$ cat src/design/assert_macros.svh
// Assertion helpers for the design files; the stream top includes them.
`ifndef ASSERT_MACROS_SVH
`define ASSERT_MACROS_SVH

// Checked at every rising edge outside of reset.
`define CTS_ASSERT(name, prop, msg) \
  name: assert property (@(posedge clk) disable iff (!rst_n) prop) else $error(msg);

// Checked at every rising edge, reset included.
`define CTS_ASSERT_ALWAYS(name, prop, msg) \
  name: assert property (@(posedge clk) prop) else $error(msg);

`endif

$ cat src/design/cts_pkg.sv
`timescale 1ns / 1ps

package cts_pkg;

  // Default sizes.
  localparam int DEF_LOOKAHEAD = 7;
  localparam int DEF_CHAR_BITS = 16;

  // Comment mode bits.
  localparam logic [1:0] CM_BLOCK = 2'b01;
  localparam logic [1:0] CM_LINE  = 2'b10;

  // Character codes.
  localparam logic [7:0] CH_SLASH = "/";
  localparam logic [7:0] CH_STAR  = "*";
  localparam logic [7:0] CH_NL    = 8'h0A;
  localparam logic [7:0] CH_SP    = " ";
  localparam logic [7:0] CH_0     = "0";
  localparam logic [7:0] CH_9     = "9";
  localparam logic [7:0] CH_HASH  = "#";
  localparam logic [7:0] CH_DOT   = ".";

  // Operator tables.
  localparam logic [7:0] OPS4 [4] = '{">", ">", ">", "="};
  localparam logic [7:0] OPS3 [3][3] = '{
    '{">", ">", ">"}, '{">", ">", "="}, '{"<", "<", "="}
  };
  localparam logic [7:0] OPS2 [15][2] = '{
    '{"#", "#"}, '{"+", "+"}, '{"-", "-"}, '{"|", "|"}, '{"&", "&"},
    '{"+", "="}, '{"-", "="}, '{"*", "="}, '{"/", "="}, '{"&", "="},
    '{"|", "="}, '{"=", "="}, '{"~", "="}, '{"<", "<"}, '{">", ">"}
  };

  // Single punctuation characters.
  localparam logic [7:0] PUNCT [19] = '{
    ":", ";", "(", "[", "]", ")", "}", ",", "{", "<",
    ">", "+", "-", "*", "/", "^", "%", "!", "="
  };

  // Directive that keeps a hash inside a word.
  localparam logic [7:0] DEFINE_SEQ [7] = '{"#", "d", "e", "f", "i", "n", "e"};

  // Tokenizer control state.
  typedef struct packed {
    logic [1:0] opr;
    logic [1:0] cm;
    logic       word_open;
  } cts_ctl_t;

  // Emitted character flags.
  typedef struct packed {
    logic valid;
    logic start;
  } cts_emit_t;

endpackage

$ cat src/design/cts_in_if.sv
`timescale 1ns / 1ps

interface cts_in_if import cts_pkg::*; #(
  parameter int CHAR_BITS = DEF_CHAR_BITS
) ();
  logic                 valid;
  logic                 ready;
  logic [CHAR_BITS-1:0] ch;
  logic                 end_of_text;

  modport source (output valid, ch, end_of_text, input ready);
  modport sink (input valid, ch, end_of_text, output ready);
endinterface

interface cts_out_if import cts_pkg::*; #(
  parameter int CHAR_BITS = DEF_CHAR_BITS
) ();
  logic                 valid;
  logic                 ready;
  logic [CHAR_BITS-1:0] out_char;
  logic                 has_char;
  logic                 token_start;
  logic                 text_done;
  logic                 last;

  modport source (output valid, out_char, has_char, token_start, text_done, last,
                  input ready);
  modport sink (input valid, out_char, has_char, token_start, text_done, last,
                output ready);
endinterface

$ cat src/design/code_tokenizer_stream_top.sv
// Output: the emitted character is registered and leaves in the cycle after the beat that fills the window.
// Throughput: one input beat per cycle while the output side takes beats and no end-of-text flush is in progress.
// End of text: input is held off while the window drains one or two characters per
// step whenever the output slot is free, then an end marker follows.
// Reset: synchronous, active low; clears the window state and output valid.
`timescale 1ns / 1ps

module code_tokenizer_stream_top import cts_pkg::*; #(
  parameter int LOOKAHEAD = DEF_LOOKAHEAD
) (
  input  logic      clk,
  input  logic      rst_n,
  cts_in_if.sink    in_bus,
  cts_out_if.source out_bus
);

`include "assert_macros.svh"

  // Character width is the package default, which is also the channel interfaces' default.
  localparam int CHAR_BITS = DEF_CHAR_BITS;
  localparam int FW = $clog2(LOOKAHEAD + 1);

  logic [CHAR_BITS-1:0] win_r [LOOKAHEAD];
  logic [CHAR_BITS-1:0] win_push [LOOKAHEAD];
  logic [CHAR_BITS-1:0] core_win [LOOKAHEAD];
  logic [CHAR_BITS-1:0] core_win_nxt [LOOKAHEAD];
  logic [FW-1:0]        fill_r;
  logic [FW-1:0]        core_avail;
  logic [FW-1:0]        core_fill_nxt;
  cts_ctl_t             ctl_r;
  cts_ctl_t             core_ctl_nxt;
  logic [CHAR_BITS-1:0] prev_r;
  logic [CHAR_BITS-1:0] core_prev_nxt;
  cts_emit_t            core_emit;
  logic [CHAR_BITS-1:0] core_char;
  logic                 flush_r;
  logic                 slot_free;
  logic                 accept;
  logic                 full_step;
  logic                 flush_step;

  logic                 out_valid_r;
  logic [CHAR_BITS-1:0] out_char_r;
  logic                 out_has_char_r;
  logic                 out_token_start_r;
  logic                 out_text_done_r;
  logic                 out_last_r;

  // Handshake.
  assign slot_free    = !out_valid_r || out_bus.ready;
  assign in_bus.ready = !flush_r && slot_free;
  assign accept       = in_bus.valid && in_bus.ready;
  assign full_step    = accept && !in_bus.end_of_text && fill_r == FW'(LOOKAHEAD - 1);
  assign flush_step   = flush_r && slot_free;

  // Window with the incoming character appended.
  always_comb begin
    for (int k = 0; k < LOOKAHEAD; k++) begin
      win_push[k] = (FW'(k) == fill_r) ? in_bus.ch : win_r[k];
    end
  end

  assign core_win   = flush_r ? win_r : win_push;
  assign core_avail = flush_r ? fill_r : FW'(LOOKAHEAD);

  cts_core #(
    .LOOKAHEAD(LOOKAHEAD),
    .CHAR_BITS(CHAR_BITS)
  ) u_core (
    .win      (core_win),
    .avail    (core_avail),
    .ctl      (ctl_r),
    .prev     (prev_r),
    .win_nxt  (core_win_nxt),
    .fill_nxt (core_fill_nxt),
    .ctl_nxt  (core_ctl_nxt),
    .prev_nxt (core_prev_nxt),
    .emit     (core_emit),
    .emit_char(core_char)
  );

  // Window payload.
  always_ff @(posedge clk) begin
    if (full_step || (flush_step && fill_r != '0)) begin
      win_r <= core_win_nxt;
    end else if (accept) begin
      win_r <= win_push;
    end
  end

  // Tokenizer control state.
  always_ff @(posedge clk) begin
    if (!rst_n) begin
      fill_r  <= '0;
      ctl_r   <= '0;
      prev_r  <= '0;
      flush_r <= 1'b0;
    end else if (full_step || (flush_step && fill_r != '0)) begin
      fill_r <= core_fill_nxt;
      ctl_r  <= core_ctl_nxt;
      prev_r <= core_prev_nxt;
    end else if (flush_step) begin
      fill_r  <= '0;
      ctl_r   <= '0;
      prev_r  <= '0;
      flush_r <= 1'b0;
    end else if (accept) begin
      fill_r  <= fill_r + FW'(1);
      flush_r <= in_bus.end_of_text;
    end
  end

  // Output register valid.
  always_ff @(posedge clk) begin
    if (!rst_n) begin
      out_valid_r <= 1'b0;
    end else if ((full_step && core_emit.valid)
                 || (flush_step && (fill_r == '0 || core_emit.valid))) begin
      out_valid_r <= 1'b1;
    end else if (out_bus.ready) begin
      out_valid_r <= 1'b0;
    end
  end

  // Output register payload.
  always_ff @(posedge clk) begin
    if (flush_step && fill_r == '0) begin
      out_char_r        <= '0;
      out_has_char_r    <= 1'b0;
      out_token_start_r <= 1'b0;
      out_text_done_r   <= 1'b1;
      out_last_r        <= 1'b1;
    end else if ((full_step || flush_step) && core_emit.valid) begin
      out_char_r        <= core_char;
      out_has_char_r    <= 1'b1;
      out_token_start_r <= core_emit.start;
      out_text_done_r   <= 1'b0;
      out_last_r        <= !flush_r;
    end
  end

  assign out_bus.valid       = out_valid_r;
  assign out_bus.out_char    = out_char_r;
  assign out_bus.has_char    = out_has_char_r;
  assign out_bus.token_start = out_token_start_r;
  assign out_bus.text_done   = out_text_done_r;
  assign out_bus.last        = out_last_r;

  // Checks.
  `CTS_ASSERT(a_fill_bound, fill_r <= FW'(LOOKAHEAD), "window fill out of range")
  `CTS_ASSERT(a_flush_blocks, flush_r |-> !in_bus.ready, "input taken during flush")
  `CTS_ASSERT(a_end_marker, out_valid_r && out_text_done_r |-> !out_has_char_r && out_last_r,
              "malformed end marker")
  `CTS_ASSERT(a_op_no_comment, ctl_r.opr != 2'd0 |-> ctl_r.cm == 2'b00,
              "operator body inside comment")
  `CTS_ASSERT_ALWAYS(a_reset_idle, !rst_n |=> !out_valid_r && !flush_r,
                     "state not cleared by reset")

endmodule

$ cat src/design/cts_core.sv
`timescale 1ns / 1ps

module cts_core import cts_pkg::*; #(
  parameter int LOOKAHEAD = DEF_LOOKAHEAD,
  parameter int CHAR_BITS = DEF_CHAR_BITS,
  localparam int FW = $clog2(LOOKAHEAD + 1)
) (
  input  logic [CHAR_BITS-1:0] win [LOOKAHEAD],
  input  logic [FW-1:0]        avail,
  input  cts_ctl_t             ctl,
  input  logic [CHAR_BITS-1:0] prev,
  output logic [CHAR_BITS-1:0] win_nxt [LOOKAHEAD],
  output logic [FW-1:0]        fill_nxt,
  output cts_ctl_t             ctl_nxt,
  output logic [CHAR_BITS-1:0] prev_nxt,
  output cts_emit_t            emit,
  output logic [CHAR_BITS-1:0] emit_char
);

  localparam int PAD = 10;

  logic [CHAR_BITS-1:0] wx [PAD];
  logic [CHAR_BITS-1:0] c;
  logic [2:0]           len;
  logic                 def_hit;
  logic                 single;
  logic                 skip;
  logic                 drop2;

  // Window padded with zeros past its end.
  for (genvar k = 0; k < PAD; k++) begin : g_pad
    if (k < LOOKAHEAD) begin : g_in
      assign wx[k] = win[k];
    end else begin : g_zero
      assign wx[k] = '0;
    end
  end

  assign c = wx[0];

  // True when window slot k is valid and holds code cc.
  function automatic logic at(input int k, input logic [7:0] cc);
    return (k < int'(avail)) && (wx[k] == CHAR_BITS'(cc));
  endfunction

  // Operator length and the directive check.
  always_comb begin
    len = 3'd0;
    for (int i = 0; i < 15; i++) begin
      if (at(0, OPS2[i][0]) && at(1, OPS2[i][1])) len = 3'd2;
    end
    for (int i = 0; i < 3; i++) begin
      if (at(0, OPS3[i][0]) && at(1, OPS3[i][1]) && at(2, OPS3[i][2])) len = 3'd3;
    end
    if (at(0, OPS4[0]) && at(1, OPS4[1]) && at(2, OPS4[2]) && at(3, OPS4[3])) begin
      len = 3'd4;
    end
    def_hit = 1'b1;
    for (int k = 0; k < 7; k++) begin
      if (!at(k, DEFINE_SEQ[k])) def_hit = 1'b0;
    end
  end

  // Single-character token test.
  always_comb begin
    single = 1'b0;
    for (int i = 0; i < 19; i++) begin
      if (c == CHAR_BITS'(PUNCT[i])) single = 1'b1;
    end
    if (c == CHAR_BITS'(CH_DOT)) begin
      single = (prev < CHAR_BITS'(CH_0)) || (prev > CHAR_BITS'(CH_9));
    end
    if (c == CHAR_BITS'(CH_HASH)) begin
      single = !def_hit;
    end
  end

  // Decide the oldest window character.
  always_comb begin
    ctl_nxt   = ctl;
    emit      = '0;
    emit_char = c;
    skip      = 1'b0;
    drop2     = 1'b0;
    if (ctl.opr != 2'd0) begin
      emit.valid  = 1'b1;
      ctl_nxt.opr = ctl.opr - 2'd1;
    end else begin
      if (c == CHAR_BITS'(CH_SLASH) && at(1, CH_STAR)) begin
        ctl_nxt.cm = ctl.cm | CM_BLOCK;
      end else if (c == CHAR_BITS'(CH_SLASH) && at(1, CH_SLASH)) begin
        ctl_nxt.cm = ctl.cm | CM_LINE;
      end else if ((ctl.cm & CM_BLOCK) != 2'b00 && c == CHAR_BITS'(CH_STAR)
                   && at(1, CH_SLASH)) begin
        ctl_nxt.cm = ctl.cm & ~CM_BLOCK;
        drop2      = 1'b1;
        skip       = 1'b1;
      end else if ((ctl.cm & CM_LINE) != 2'b00 && c == CHAR_BITS'(CH_NL)) begin
        ctl_nxt.cm = ctl.cm & ~CM_LINE;
        skip       = 1'b1;
      end
      if (!skip && ctl_nxt.cm == 2'b00) begin
        if (len != 3'd0) begin
          ctl_nxt.word_open = 1'b0;
          emit.valid        = 1'b1;
          emit.start        = 1'b1;
          ctl_nxt.opr       = 2'(len - 3'd1);
        end else if (single) begin
          ctl_nxt.word_open = 1'b0;
          emit.valid        = 1'b1;
          emit.start        = 1'b1;
        end else if (c == CHAR_BITS'(CH_SP) || c == CHAR_BITS'(CH_NL)) begin
          ctl_nxt.word_open = 1'b0;
        end else if (c > CHAR_BITS'(CH_SP)) begin
          emit.valid        = 1'b1;
          emit.start        = !ctl.word_open;
          ctl_nxt.word_open = 1'b1;
        end
      end
    end
  end

  // Shift out one or two characters.
  always_comb begin
    for (int k = 0; k < LOOKAHEAD; k++) begin
      win_nxt[k] = drop2 ? wx[k + 2] : wx[k + 1];
    end
    prev_nxt = drop2 ? wx[1] : wx[0];
    fill_nxt = drop2 ? avail - FW'(2) : avail - FW'(1);
  end

endmodule
$ cat src/flat_wrapper.sv
// flat-port wrapper written by rule: the top's interface ports become plain ports
module code_tokenizer_stream_top_flat import cts_pkg::*;
#(
  parameter int LOOKAHEAD = DEF_LOOKAHEAD
)
  (clk, rst_n, in_bus_valid, in_bus_ch, in_bus_end_of_text, in_bus_ready, out_bus_valid, out_bus_out_char, out_bus_has_char, out_bus_token_start, out_bus_text_done, out_bus_last, out_bus_ready);
  cts_in_if in_bus_i ();
  cts_out_if out_bus_i ();
  input  logic clk;
  input  logic rst_n;
  input wire logic [$bits(in_bus_i.valid)-1:0] in_bus_valid;
  input wire logic [$bits(in_bus_i.ch)-1:0] in_bus_ch;
  input wire logic [$bits(in_bus_i.end_of_text)-1:0] in_bus_end_of_text;
  output wire logic [$bits(in_bus_i.ready)-1:0] in_bus_ready;
  output wire logic [$bits(out_bus_i.valid)-1:0] out_bus_valid;
  output wire logic [$bits(out_bus_i.out_char)-1:0] out_bus_out_char;
  output wire logic [$bits(out_bus_i.has_char)-1:0] out_bus_has_char;
  output wire logic [$bits(out_bus_i.token_start)-1:0] out_bus_token_start;
  output wire logic [$bits(out_bus_i.text_done)-1:0] out_bus_text_done;
  output wire logic [$bits(out_bus_i.last)-1:0] out_bus_last;
  input wire logic [$bits(out_bus_i.ready)-1:0] out_bus_ready;
  assign in_bus_i.valid = in_bus_valid;
  assign in_bus_i.ch = in_bus_ch;
  assign in_bus_i.end_of_text = in_bus_end_of_text;
  assign in_bus_ready = in_bus_i.ready;
  assign out_bus_valid = out_bus_i.valid;
  assign out_bus_out_char = out_bus_i.out_char;
  assign out_bus_has_char = out_bus_i.has_char;
  assign out_bus_token_start = out_bus_i.token_start;
  assign out_bus_text_done = out_bus_i.text_done;
  assign out_bus_last = out_bus_i.last;
  assign out_bus_i.ready = out_bus_ready;
  code_tokenizer_stream_top #(.LOOKAHEAD(LOOKAHEAD)) u_core (.clk(clk), .rst_n(rst_n), .in_bus(in_bus_i), .out_bus(out_bus_i));
endmodule
$ cat config.mk
export PLATFORM = sky130hd
export DESIGN_NAME = code_tokenizer_stream_top_flat
export DESIGN_NICKNAME = d
export VERILOG_FILES = /design/src/design/cts_pkg.sv /design/src/design/cts_in_if.sv /design/src/design/code_tokenizer_stream_top.sv /design/src/design/cts_core.sv /design/src/flat_wrapper.sv
export VERILOG_INCLUDE_DIRS = /design/src /design/src/design
export SDC_FILE = /design/constraint.sdc
export NUM_CORES = 1
export LEC_CHECK = 0
export BUFFER_PORTS_ARGS = -buffer_cell sky130_fd_sc_hd__buf_2
export CAP_MARGIN = 20
export CORE_UTILIZATION = 35
export CTS_CLUSTER_SIZE = 10
export DETAILED_ROUTE_END_ITERATION = 10
export GPL_TIMING_DRIVEN = 1
export PLACE_DENSITY = 0.53
export RECOVER_POWER = 50
export SLEW_MARGIN = 15
export SYNTH_ARGS = -nofsm -noshare
export SYNTH_HDL_FRONTEND = slang
export SYNTH_SLANG_ARGS = --single-unit
$ cat constraint.sdc
create_clock -name clk -period 5.15 [get_ports clk]
set_input_delay 0.515 -clock clk [delete_from_list [all_inputs] [get_ports clk]]
set_output_delay 0.515 -clock clk [all_outputs]
set_load 0.02 [all_outputs]
==> results.sh, run 1 <==
export IMPL_final_hold_violation_count=0
export IMPL_start_kind="flip-flop"
export IMPL_tightestPinTransition_ps=2350
export IMPL_slew_hr_pct=-57.3
export IMPL_dpl_cell_count=1658
export IMPL_post_synth_top_area_fraction_pct=25.9
export IMPL_clock_tree_from_tritoncts="built"
export IMPL_timing_reg2reg_worst_path_depth=10
export IMPL_final_min_period_over_clock_period_pct=89.0
export IMPL_worst_skew_pair_late_latency_ps=450
export IMPL_die_area_um2=32600
export IMPL_worst_path_max_stage_delay_ps=850
export IMPL_die_w_um=180
export IMPL_timing_final_max_slew_violations=130
export IMPL_whs_path_depth=3
export IMPL_area_of_the_core_um2=31000
export IMPL_final_cell_area_um2=12300
export IMPL_regToRegEndpoint="u_core.ctl_r[0]"
export IMPL_yosys_warnings=0
export IMPL_timing_critical_path_required_ps=5510
export IMPL_via_count_normalized_by_instance_count=6.39
export IMPL_synth_flop_cell="sky130_fd_sc_hd__edfxtp_1"
export IMPL_dp_slack_ps=723
export IMPL_cp_cell_sequence="inv_1 > ha_1 > nor2b_1 > and3_1 > o2111ai_1 > or4_1 > nor4_1 > nor3b_1 > or3_1 > a211oi_1"
export IMPL_grt_antenna_before_repair=0
export IMPL_post_synth_main_area_contributors="sky130_fd_sc_hd__edfxtp_1 26%, sky130_fd_sc_hd__dfxtp_1 11%, sky130_fd_sc_hd__mux2i_1 7.4%"
export IMPL_synth_top_cells_by_count="143 x sky130_fd_sc_hd__nand2_1, 117 x sky130_fd_sc_hd__nor2_1, 114 x sky130_fd_sc_hd__clkbuf_1"
export IMPL_end_kind="flip-flop"
export IMPL_post_synth_inst_count=1308
export IMPL_layoutNonFillerInstCount=1690
export IMPL_grt_remaining_overflow=0
export IMPL_flow_area_growth_from_synthesis_pct=10.0
export IMPL_placed_cell_area_um2=11800
export IMPL_grt_pass1_vias=10100
export IMPL_drive_gt1_share_pct=13.0
export IMPL_clk_transition_reported_paths_ps=70
export IMPL_synth_most_common_cell="sky130_fd_sc_hd__nand2_1"
export IMPL_timing_hold_worst_start="in_bus_end_of_text"
export IMPL_yosysUniqueCellTypes=70
export IMPL_final_antenna_net_count=0
export IMPL_maxClockFrequency_mhz=218
export IMPL_initial_utilization_pct=36.0
export IMPL_cp_arrival_ps=4940
export IMPL_grt_pass1_wl_um=64900
export IMPL_power_static_leakage_nw=4.43
export IMPL_design_portCount=43
export IMPL_critPathSlowestCell="sky130_fd_sc_hd__ha_1"
export IMPL_ys_seq_elements=157
export IMPL_crit_start="u_core.fill_r[2]"
export IMPL_die_height_um=180
export IMPL_iteration_count_of_the_initial_detailed_routing_pass=7
export IMPL_cap_violations=3
export IMPL_n_fill_cell=3158
export IMPL_postRouteWirelength_um=43300
export IMPL_run_status="finished with violations"
export IMPL_numCtsBuffers=17
export IMPL_hold_path_class="input port to flip-flop"
export IMPL_synth_enable_flop_cells=96
export IMPL_final_min_clock_period_ps=4580
export IMPL_worst_path_max_fanout=20
export IMPL_pin_count_of_the_biggest_net_entering_global_routing=62
export IMPL_antenna_cells=0
export IMPL_maximum_clock_skew_at_final_layout_ps=15.1
export IMPL_clock_sink_count=157
export IMPL_rrSetupSlack_ps=570
export IMPL_failed_checks="max-capacitance violations, max-slew violations"
export IMPL_totalPowerFinal_mw=4.89
export IMPL_synth_async_reset_ratio_pct=0
export IMPL_syn_avg_cell_area_um2=8.52
export IMPL_vdd_ir_drop_max_mv=0.255
export IMPL_setup_worst_path_class="flip-flop to flip-flop"
export IMPL_rows=64
export IMPL_synth_area_um2=11200
export IMPL_number_of_resized_instances_in_the_post_cts_repair_step=0
export IMPL_fin_setup_tns_ps=0
export IMPL_cts_root_to_sink_buffers=2
export IMPL_setup_violations=0
export IMPL_cts_root_buf="sky130_fd_sc_hd__clkbuf_16"
export IMPL_layout_nets=1311
export IMPL_grt_setup_unrepaired="no"
export IMPL_post_drt_wl_per_cell_um=25.6
export IMPL_drt_iter0_drc=1389
export IMPL_cts_setup_buffers=0
export IMPL_post_cts_hold_buffer_count=0
export IMPL_total_nets_after_synthesis=1338
export IMPL_all_layer_global_routing_usage_pct=26.2
export IMPL_whs_endpoint="u_core.flush_r"
export IMPL_clock_tree_htree_level_count=4
export IMPL_yosys_area_top_type="sky130_fd_sc_hd__edfxtp_1"
export IMPL_drcViolationCount=0
export IMPL_worst_r2r_startpoint="u_core.fill_r[2]"
export IMPL_setup_slack_after_layout_ps=568
export IMPL_detailroute_via_count=10800
export IMPL_dpl_hpwl_um=29000
export IMPL_powerDensity_nw_per_um2=399
export IMPL_port_buffer_count=42
export IMPL_synth_seq_area_share_pct=36.8
export IMPL_globalplace_congestion=0.974
-- placed cells by master, fill, tap and decap left out, types with 9 or more instances in the layout --
cell / count
sky130_fd_sc_hd__nor3_1: 25
sky130_fd_sc_hd__o31ai_1: 61
sky130_fd_sc_hd__a211oi_1: 12
sky130_fd_sc_hd__nand3b_1: 17
sky130_fd_sc_hd__dfxtp_1: 61
sky130_fd_sc_hd__nor4_1: 20
sky130_fd_sc_hd__o22ai_1: 75
sky130_fd_sc_hd__clkbuf_1: 29
sky130_fd_sc_hd__buf_4: 34
sky130_fd_sc_hd__and2_1: 13
sky130_fd_sc_hd__nand4_1: 18
sky130_fd_sc_hd__nor2_1: 117
sky130_fd_sc_hd__clkbuf_16: 17
sky130_fd_sc_hd__o21ai_0: 44
sky130_fd_sc_hd__mux2i_1: 82
sky130_fd_sc_hd__mux2_2: 62
sky130_fd_sc_hd__nand3_1: 72
sky130_fd_sc_hd__buf_2: 21
sky130_fd_sc_hd__nor2b_1: 9
sky130_fd_sc_hd__nand4b_1: 13
sky130_fd_sc_hd__a21oi_1: 76
sky130_fd_sc_hd__nand2_1: 143
sky130_fd_sc_hd__edfxtp_1: 96
sky130_fd_sc_hd__or3_1: 12
sky130_fd_sc_hd__nor3b_1: 11
sky130_fd_sc_hd__inv_1: 10
sky130_fd_sc_hd__ha_1: 9
sky130_fd_sc_hd__nor4bb_1: 9
sky130_fd_sc_hd__a222oi_1: 9
-- sequential cells by signal, indices dropped and copies added, names as in the netlist --
signal	flops
u_core.ctl_r	5
u_core.fill_r	3
u_core.flush_r	1
u_core.out_bus.has_char	1
u_core.out_bus.last	1
u_core.out_bus.out_char	16
u_core.out_bus.text_done	1
u_core.out_bus.token_start	1
u_core.out_bus.valid	1
u_core.prev_r	15
u_core.win_r	112
-- worst max-delay path by stage --
stage,endpoint,slack (ps),depth (start not counted)
after floorplan,u_core.win_r[100],340,10
after global placement,u_core.ctl_r[0],790,10
after detailed placement,u_core.ctl_r[0],720,10
after CTS,u_core.ctl_r[0],720,10
after global routing,u_core.win_r[85],380,8
final,u_core.ctl_r[0],570,10
-- stage by stage --
step	hold WS (ps)	utilization (%)
2_1_floorplan	428	-
3_3_place_gp	431	37.9
3_5_place_dp	441	37.9
4_1_cts	409	39.9
5_1_grt	408	39.6
6_report	417	39.6
-- kinds of logic (layout without fill, tap and decap cells) --
| group | count (synthesis) | after routing | synth area share, % |
|---|---|---|---|
| and+or+nand+nor | 515 | 515 | 23.3 |
| adders and majority gates | 9 | 9 | 1.01 |
| muxes | 145 | 145 | 13.8 |
| buffers and inverters | 140 | 126 | 4.87 |
| AOI/OAI and AO/OA | 339 | 339 | 20.0 |
| xor gates and xnor gates | 3 | 3 | 0.236 |
| DFF | 157 | 157 | 36.8 |
-- worst max-delay path, delay by kind of cell (launching register included) --
family	cells	cell delay (ps)
AOI/OAI and AO/OA	2	400
and+or+nand+nor	6	2500
adders and majority gates	1	850
buffers and inverters	1	230
DFF	1	490
-- routing by layer --
| metal | share of wire, % | vias to the layer above | GRT usage [%] |
|---|---|---|---|
| met1 | 44 | 5205 | 36.9 |
| met4 | 3.3 | 0 | 9.37 |
| met2 | 45 | 594 | 40.1 |
| li1 | - | 4919 | - |
| met5 | 0 | - | 0 |
| met3 | 8.1 | 82 | 4.51 |
-- cell type report --
cell class / instances / area, um2 / area share (%)
Multi-Input combinational cell: 1011 / 6530 / 53.3
Sequential cell: 157 / 4100 / 33.4
Timing Repair Buffer: 84 / 502 / 4.09
Tap cell: 396 / 495 / 4.04
Clock buffer: 19 / 433 / 3.53
Clock inverter: 13 / 164 / 1.34
Inverter: 10 / 37.5 / 0.306
-- power breakdown --
part,total (mW),switching [mW],internal [mW]
combinational,1.56,0.967,0.591
clock,1.34,0.577,0.766
sequential,1.99,0.327,1.66
total,4.89,1.87,3.02
Power figures use the tool's default switching activity.
==> inputs of run 2 (changes only) <==
--- a/config.mk
+++ b/config.mk
@@ -14,7 +14,7 @@
 export GPL_TIMING_DRIVEN = 1
 export PLACE_DENSITY = 0.53
 export RECOVER_POWER = 50
-export SLEW_MARGIN = 15
+export REMOVE_ABC_BUFFERS = 1
 export SYNTH_ARGS = -nofsm -noshare
 export SYNTH_HDL_FRONTEND = slang
 export SYNTH_SLANG_ARGS = --single-unit
==> results.sh, run 2 (same netlist as run 1, synthesis figures left out) <==
export IMPL_run_status="finished with violations"
export IMPL_failed_checks="max-capacitance violations, max-slew violations"
export IMPL_slew_hr_pct=-49.5
export IMPL_clock_tree_htree_level_count=4
export IMPL_worst_path_max_fanout=22
export IMPL_final_cell_mix="143 x sky130_fd_sc_hd__nand2_1, 117 x sky130_fd_sc_hd__nor2_1, 96 x sky130_fd_sc_hd__edfxtp_1"
export IMPL_numCtsBuffers=17
export IMPL_rrSetupSlack_ps=690
export IMPL_regToRegEndpoint="u_core.win_r[85]"
export IMPL_largest_reg_flops=112
export IMPL_power_static_leakage_nw=4.48
export IMPL_port_buffer_count=42
export IMPL_number_of_resized_instances_in_the_post_cts_repair_step=0
export IMPL_die_w_um=180
export IMPL_cts_setup_buffers=0
export IMPL_layout_commonest_cell="sky130_fd_sc_hd__nand2_1"
export IMPL_end_kind="flip-flop"
export IMPL_initial_utilization_pct=36.0
export IMPL_cp_arrival_ps=4650
export IMPL_start_kind="flip-flop"
export IMPL_globalplace_congestion=0.929
export IMPL_n_fill_cell=3150
export IMPL_post_drt_wl_per_cell_um=23.6
export IMPL_placed_cell_area_um2=11800
export IMPL_timing_hold_worst_start="in_bus_end_of_text"
export IMPL_detailroute_via_count=10600
export IMPL_top_register="u_core.win_r"
export IMPL_drt_iter0_drc=1438
export IMPL_timing_critical_path_required_ps=5350
export IMPL_maxClockFrequency_mhz=224
export IMPL_hold_path_class="input port to flip-flop"
export IMPL_whs_endpoint="u_core.flush_r"
export IMPL_timing_reg2reg_worst_path_depth=10
export IMPL_iteration_count_of_the_initial_detailed_routing_pass=5
export IMPL_grt_remaining_overflow=0
export IMPL_cap_violations=3
export IMPL_area_of_the_core_um2=31000
export IMPL_grt_setup_unrepaired="no"
export IMPL_postRouteWirelength_um=40000
export IMPL_via_count_normalized_by_instance_count=6.26
export IMPL_tightestPinTransition_ps=2240
export IMPL_rows=64
export IMPL_setup_worst_path_class="flip-flop to flip-flop"
export IMPL_dpl_hpwl_um=27500
export IMPL_layout_core_utilization_pct=39.8
export IMPL_grt_pass1_wl_um=62200
export IMPL_final_min_clock_period_ps=4460
export IMPL_final_min_period_over_clock_period_pct=86.6
export IMPL_maximum_clock_skew_at_final_layout_ps=12.3
export IMPL_vdd_ir_drop_max_mv=0.257
export IMPL_final_cell_area_um2=12300
export IMPL_worst_r2r_startpoint="u_core.fill_r[0]"
export IMPL_flow_area_growth_from_synthesis_pct=10.6
export IMPL_clock_tree_from_tritoncts="built"
export IMPL_die_height_um=180
export IMPL_design_portCount=43
export IMPL_die_area_um2=32600
export IMPL_powerDensity_nw_per_um2=397
export IMPL_pin_count_of_the_biggest_net_entering_global_routing=108
export IMPL_timing_final_max_slew_violations=179
export IMPL_whs_path_depth=3
export IMPL_post_cts_hold_buffer_count=0
export IMPL_worst_skew_pair_late_latency_ps=450
export IMPL_cts_root_buf="sky130_fd_sc_hd__clkbuf_16"
export IMPL_cts_root_to_sink_buffers=2
export IMPL_all_layer_global_routing_usage_pct=24.5
export IMPL_final_worst_hold_slack_ps=404
export IMPL_clock_sink_count=157
export IMPL_grt_antenna_before_repair=0
export IMPL_layout_nets=1313
export IMPL_clk_transition_reported_paths_ps=70
export IMPL_setup_violations=0
export IMPL_final_antenna_net_count=0
export IMPL_drive_gt1_share_pct=13.4
export IMPL_final_hold_violation_count=0
export IMPL_grt_pass1_vias=10000
export IMPL_drcViolationCount=0
## run 2: area by class of cell
cell class | count | area (um2) | share of cell area [%]
flip-flops and latches | 157 | 4100 | 33.3
clock buffers | 22 | 475 | 3.86
repair buffers | 86 | 520 | 4.22
multi-input cells | 1011 | 6540 | 53.0
inverters | 10 | 37.5 | 0.304
well taps | 396 | 495 | 4.02
diodes | 1 | 2.50 | 0.0203
clock inverters | 10 | 160 | 1.30
## run 2: routing by layer
| metal | up-vias | routed length, um | GRT usage (%) |
|---|---|---|---|
| met5 | - | 0 | 0 |
| met4 | 0 | 943 | 7.79 |
| met3 | 65 | 2940 | 5.46 |
| met2 | 437 | 17900 | 37.4 |
| met1 | 5174 | 18200 | 34.1 |
| li1 | 4923 | - | - |
## run 2: report_power, final
| part | switching (mW) | internal [mW] | leakage, nW | total [mW] |
|---|---|---|---|---|
| sequential | 0.284 | 1.66 | 1.47 | 1.95 |
| clock | 0.569 | 0.855 | 0.314 | 1.42 |
| combinational | 0.936 | 0.589 | 2.70 | 1.52 |
| total | 1.79 | 3.11 | 4.48 | 4.89 |
## run 2: worst max-delay path by stage
stage	from	endpoint	slack [ps]	cells after the start
after global placement	u_core.fill_r[0]	u_core.win_r[56]	1000	9
final	u_core.fill_r[0]	u_core.win_r[85]	690	10
after global routing	u_core.fill_r[0]	u_core.win_r[85]	450	9
after detailed placement	u_core.fill_r[0]	u_core.win_r[57]	910	9
after CTS	u_core.fill_r[0]	u_core.win_r[57]	870	9
after floorplan	u_core.fill_r[0]	u_core.win_r[100]	-4760	6
## run 2: metrics by stage
step | total power [mW] | TNS [ps] | setup slack, ps | std cells
2_1_floorplan | 2.93 | -658880 | -4760 | 1178
3_3_place_gp | 3.47 | 0 | 997 | 1660
3_5_place_dp | 3.49 | 0 | 909 | 1660
4_1_cts | 4.90 | 0 | 870 | 1692
5_1_grt | 5.12 | 0 | 448 | 1692
6_report | 4.89 | 0 | 692 | 1693
## run 2: worst max-delay path, stage by stage, from the launching register on
cell and delay (ps):
sky130_fd_sc_hd__dfxtp_1 460, sky130_fd_sc_hd__ha_1 380, sky130_fd_sc_hd__or3b_1 610, sky130_fd_sc_hd__mux2_4 390, sky130_fd_sc_hd__nor3_1 480, sky130_fd_sc_hd__nand4_1 640
sky130_fd_sc_hd__buf_12 390, sky130_fd_sc_hd__nor2_1 140, sky130_fd_sc_hd__a21oi_2 150, sky130_fd_sc_hd__nor4b_1 220, sky130_fd_sc_hd__a211o_1 320
